**src/hw/rtl/npcs_pkg.sv**
```systemverilog
// Package for the nearest palette color search core: widths, codes, link types.
// Used by npcs_cell and nearest_palette_color_search_core; depends on nothing.
package npcs_pkg;

  localparam int DEF_PALETTE_ENTRIES = 256;
  localparam int IDX_W               = 8;
  localparam int CHAN_W              = 8;
  localparam int DIST_W              = 10;

  // Largest possible Manhattan distance, 255 * 3.
  localparam logic [DIST_W-1:0] MAX_DIST = DIST_W'(255 * 3);

  localparam logic FUNC_WRITE = 1'b0;
  localparam logic FUNC_QUERY = 1'b1;

  typedef struct packed {
    logic [CHAN_W-1:0] red;
    logic [CHAN_W-1:0] green;
    logic [CHAN_W-1:0] blue;
  } color_t;

  // Palette write broadcast to every cell.
  typedef struct packed {
    logic             en;
    logic [IDX_W-1:0] index;
    color_t           color;
  } wr_t;

  // Search token handed from cell to cell.
  typedef struct packed {
    logic              valid;
    logic [DIST_W-1:0] best_dist;
    logic [IDX_W-1:0]  best_idx;
  } link_t;

  function automatic logic [CHAN_W-1:0] abs_diff(input logic [CHAN_W-1:0] a,
                                                 input logic [CHAN_W-1:0] b);
    logic [CHAN_W-1:0] d;
    d = (a > b) ? (a - b) : (b - a);
    return d;
  endfunction

  function automatic logic [DIST_W-1:0] color_dist(input color_t a, input color_t b);
    logic [DIST_W-1:0] d;
    d = DIST_W'(abs_diff(a.red, b.red)) + DIST_W'(abs_diff(a.green, b.green))
      + DIST_W'(abs_diff(a.blue, b.blue));
    return d;
  endfunction

endpackage

```
**src/hw/rtl/npcs_cell.sv**
```systemverilog
// One search cell: holds one palette entry and updates the passing token.
// Depends on npcs_pkg.
module npcs_cell #(
  parameter int CELL_INDEX = 0
) (
  input  logic            clk,
  input  logic            rst_n,
  input  npcs_pkg::wr_t   wr,
  input  npcs_pkg::color_t pixel,
  input  npcs_pkg::link_t link_in,
  output npcs_pkg::link_t link_out
);
  import npcs_pkg::*;

  localparam logic [IDX_W-1:0] CellIdx = IDX_W'(CELL_INDEX);

  color_t            entry_r;
  link_t             link_r;
  link_t             link_nxt;
  logic [DIST_W-1:0] cell_dist;

  // Capture the entry on a write addressed to this cell.
  always_ff @(posedge clk) begin
    if (wr.en && (wr.index == CellIdx)) begin
      entry_r <= wr.color;
    end
  end

  assign cell_dist = color_dist(entry_r, pixel);

  // Replace the best only on a strictly smaller distance: lowest index wins ties.
  always_comb begin
    link_nxt = link_in;
    if (link_in.valid && (cell_dist < link_in.best_dist)) begin
      link_nxt.best_dist = cell_dist;
      link_nxt.best_idx  = CellIdx;
    end
  end

  always_ff @(posedge clk) begin
    if (!rst_n) begin
      link_r.valid <= 1'b0;
    end else begin
      link_r <= link_nxt;
    end
  end

  assign link_out = link_r;

endmodule

```
**config.mk**
```make
export PLATFORM = sky130hd
export DESIGN_NAME = npcs_cell
export DESIGN_NICKNAME = d
export VERILOG_FILES = /design/src/hw/rtl/npcs_pkg.sv /design/src/hw/rtl/npcs_cell.sv
export SDC_FILE = /design/constraint.sdc
export NUM_CORES = 1
export LEC_CHECK = 0
export BUFFER_PORTS_ARGS = -buffer_cell sky130_fd_sc_hd__clkbuf_2
export CAP_MARGIN = 30
export CORE_ASPECT_RATIO = 0.5
export CORE_UTILIZATION = 50
export CTS_CLUSTER_DIAMETER = 40
export DETAILED_ROUTE_END_ITERATION = 7
export PLACE_DENSITY = 0.78
export SYNTH_ARGS = -nofsm -noshare
export SYNTH_HDL_FRONTEND = slang
export SYNTH_SLANG_ARGS = --single-unit
```
**constraint.sdc**
```tcl
create_clock -name clk -period 6.3 [get_ports clk]
set_input_delay 1.26 -clock clk [delete_from_list [all_inputs] [get_ports clk]]
set_output_delay 1.26 -clock clk [all_outputs]
set_load 0.005 [all_outputs]
```
# Word level (Yosys, flattened, before mapping)
# Cells that the tools add are included.
# classes
addsub	8
n_lt_le_gt_ge	4
muxes	4
n_reduce_logical	3
# ops
op	count
subtractor 8 bit	6
greater-than comparator 8 bit	3
two-way mux 8 bit	3
two-way mux 18 bit	1
adder 9 x 8 -> 10 bit	1
< comparator 10 bit	1
adder 8 x 8 -> 9 bit	1
zero test 8 bit	1
logical AND 1 bit	2
# word_totals
regBits	43
input_bits	78
output_inout_bits	19
word_cells	25

# Depth between registers and ports, before layout
# depth
depth_word	7
depth_mapped	25
mapped_depth_nobuf	22

# Least setup slack after synthesis
# OpenSTA, ideal clock, no wires.
# synth_timing
kind	input to register
start	input port pixel[16] (netlist bit)
end	register link_r (netlist bit link_out[15]) (data pin)
arrival_time_ps	5946
t_required_ps	6038
setup_slack_ps	92
stages	21
path_buffers	2
path_cell_list	ha_1 -> inv_1 -> fa_1 -> nand3_1 -> a21oi_2 -> o41ai_4 -> mux2_2 -> fa_1 -> ha_1 -> fa_1 -> a211oi_1 -> o21ai_0 -> a21oi_1 -> nor2b_1 -> ha_1 -> and4_1 -> o211ai_1 -> o211a_1 -> buf_4 -> buf_6 -> mux2_1
# synth_rtl
item	line	source
from (decl)	npcs_cell.sv:9	input npcs_pkg::color_t pixel,
to (signal assigned)	npcs_cell.sv:44	link_r <= link_nxt;
to (decl)	npcs_cell.sv:18	link_t link_r;

==> results.py <==
metrics = {
    "sta": {
        "tns_ns": 0,
        "fin_skew_ns": 0.00517,
        "setup_slack_ns": 0.265,
        "relSlewSlack_pct": 59.0,
        "hold_viol_final": 0,
        "max_freq_mhz": 166,
        "worstMarginPinSlew_ns": 0.608,
        "setup_viol": 0,
        "period_minus_slack_ns": 6.04,
        "period_share_pct": 95.8,
        "slew_violations": 0,
    },
    "clock_network": {
        "htreeDepth": 2,
        "ctsLongestPathBuffers": 2,
        "ctsHoldBuffers": 0,
        "cts_tree": "built",
        "root_buffer": "clkbuf_16",
        "clock-sinks": 43,
        "path_clk_slew_ns": 0.07,
        "clock_latency_ns": 0.29,
        "cts_buffers": 5,
    },
    "floorplan": {
        "core_mm2": 0.00826,
        "io_pins": 97,
        "die_width_um": 134,
        "dieHeight_um": 68.2,
        "die-area_mm2": 0.00917,
        "start_util_pct": 53.1,
        "num_rows": 23,
    },
    "worst_setup_path": {
        "cp-start-kind": "input port",
        "required_ns": 6.34,
        "cp_max_fo": 18,
        "path_class": "in -> reg",
        "crit_arrival_ns": 6.07,
        "endpoint_kind": "flip-flop",
    },
    "final_layout": {
        "n_fill_cell": 672,
        "regArea_mm2": 0.00128,
        "diodes": 0,
        "layout.cells.non_filler": 675,
        "fin_area_mm2": 0.00531,
        "fin_nets": 716,
        "layout_common_cells": "clkbuf_2 (96), inv_1 (76), ha_1 (61)",
        "final_common_cell": "clkbuf_2",
        "drive_above_1_share_pct": 27.9,
        "multi_input_area_mm2": 0.00274,
        "area_growth_pct": 21.1,
    },
    "synthesis": {
        "synthArstFlopShare_pct": 0,
        "synth_flop_cell": "edfxtp_1",
        "yosys_warnings": 0,
        "syn_nets": 608,
        "synth-edff-count": 42,
        "ys_seq_area_share_pct": 29.2,
        "yosysTopAreaCell": "edfxtp_1",
        "synthCells": 454,
        "synth_top_area_share_pct": 28.8,
        "syn_avg_cell_area_um2": 9.66,
        "synth_area_leaders": "edfxtp_1 (29%), ha_1 (17%), fa_1 (6.8%)",
        "netlist_area_mm2": 0.00439,
        "ys_ff_latch": 43,
        "ys_types": 52,
    },
    "pwr": {
        "total_power_uw": 1310,
        "power_density_mw_per_mm2": 246,
        "ir_drop_mv": 0.169,
        "p_leak_uw": 0.00263,
    },
    "drt": {
        "detail_route.vias_per_cell": 5.43,
        "wl_per_cell_um": 14.3,
        "drc": 0,
        "drt_wl_total_um": 9670,
        "firstDrtPassIters": 5,
        "num_vias": 3668,
        "ant_nets": 0,
        "drt-initial-drc-count": 213,
    },
    "grt": {
        "grt_first_pass_wirelength_um": 15200,
        "gr-total-overflow": 0,
        "grt_pass1_vias": 3341,
        "grt_max_degree": 25,
        "antenna_found_initial": 0,
        "grt_usage_pct": 21.4,
    },
    "job": {
        "max-cap-violations": 0,
    },
    "place": {
        "hpwl_um": 7790,
        "pre_cts_ws_ns": -0.0452,
        "dp.cells": 665,
        "numPortBuffers": 96,
        "routabilityCongestion": 0.926,
        "dpl-instance-area_mm2": 0.00509,
    },
    "min_path": {
        "hold_path_class": "reg -> reg",
    },
    "run_status": {
        "status": "finished, final reports clean",
    },
}
-- logic make-up (layout without fill, tap and decap cells) --
group | Yosys count | after routing | synth area share, %
adders and majority gates | 76 | 76 | 24.2
and+or+nand+nor | 91 | 91 | 10.9
AOI/OAI and AO/OA | 109 | 109 | 17.5
xor gates and xnor gates | 12 | 12 | 2.40
muxes | 28 | 28 | 6.93
buffers and inverters | 95 | 204 | 8.87
DFF | 43 | 43 | 29.2
-- cell usage after synthesis, types with 2 or more instances --
cell       n
nand4_1    6
nand3b_1   7
buf_2     11
buf_6      2
o21a_1     2
a21o_1    15
ha_1      61
nor4_1     2
nor2_1    15
xor2_1     7
o311ai_0   2
o221ai_1   4
o22ai_1    3
o21ai_0   12
fa_1      15
mux2i_1    9
xnor2_1    5
o211ai_1   6
clkbuf_1   5
edfxtp_1  42
a21oi_1   28
a211oi_1  13
nand2b_1   4
o221a_2    2
nand3_1   12
mux2_1     3
nand2_1   26
a31oi_1    8
mux2_2    16
inv_1     76
and2_1     2
nor2b_1   13
-- power breakdown --
group          switching (uW)  internal (uW)  total, uW
Sequential               8.49            360        368
Clock                     113            227        340
Combinational             311            286        597
-- metal layers --
| metal | global-route usage, % | routed length, um | part of all wire [%] | up-vias |
|---|---|---|---|---|
| met5 | 0 | 0 | 0 | - |
| met4 | 3.23 | 64 | 0.66 | 0 |
| met3 | 4.44 | 713 | 7.4 | 12 |
| met2 | 36.1 | 4300 | 44 | 151 |
| met1 | 29.3 | 4600 | 48 | 1691 |
| li1 | - | - | - | 1814 |
-- state kept, by name, indices dropped and copies added (netlist names) --
| name | flops |
|---|---|
| entry_r | 24 |
| link_out | 19 |
-- final timing paths --
kind / start / end / slack (ns) / cells after the start
worst max-delay path: pixel[21] / link_out[14]$_DFFE_PP_ / 0.26 / 20
worst min-delay path: entry_r[0]$_DFFE_PP_ / link_out[8]$_DFFE_PP_ / 1.11 / 4
worst max register to register: entry_r[16]$_DFFE_PP_ / link_out[14]$_DFFE_PP_ / 0.88 / 21
worst min register to register: entry_r[0]$_DFFE_PP_ / link_out[8]$_DFFE_PP_ / 1.11 / 4
-- metrics by stage --
stage	util [%]	hold WS, ns
3_3_place_gp	61.6	1.09
2_1_floorplan	-	0.997
3_5_place_dp	61.6	1.09
6_report	64.3	1.11
4_1_cts	63.9	1.12
5_1_grt	64.3	1.14
-- timing repair --
| action | CTS | global route |
|---|---|---|
| resized for setup | 0 | 4 |
| buffers inserted | 0 | 2 |
| endpoints found under the setup margin | 0 | 10 |
-- final cells by class --
class                      count  area share, %
tap                          112           2.64
inverter                      76           5.37
clock buffer                   5           2.36
clock inverter                 3           1.27
multi-input combinational    316           51.6
timing repair buffer         120           12.7
sequential                    43           24.1
-- critical path, stage by stage --
cell	delay, ns
clkbuf_2	0.09
inv_1	0.04
ha_1	0.41
a21oi_1	0.23
nor2b_1	0.10
o41ai_4	0.39
mux2_2	0.41
fa_1	0.48
ha_1	0.25
fa_1	0.43
a211oi_2	0.23
o21ai_0	0.16
a22oi_1	0.26
ha_1	0.29
a21oi_1	0.13
nor2b_1	0.05
o21ai_0	0.14
o211a_1	0.22
buf_12	0.16
mux2_2	0.34
(Power assumes the default switching activity.)
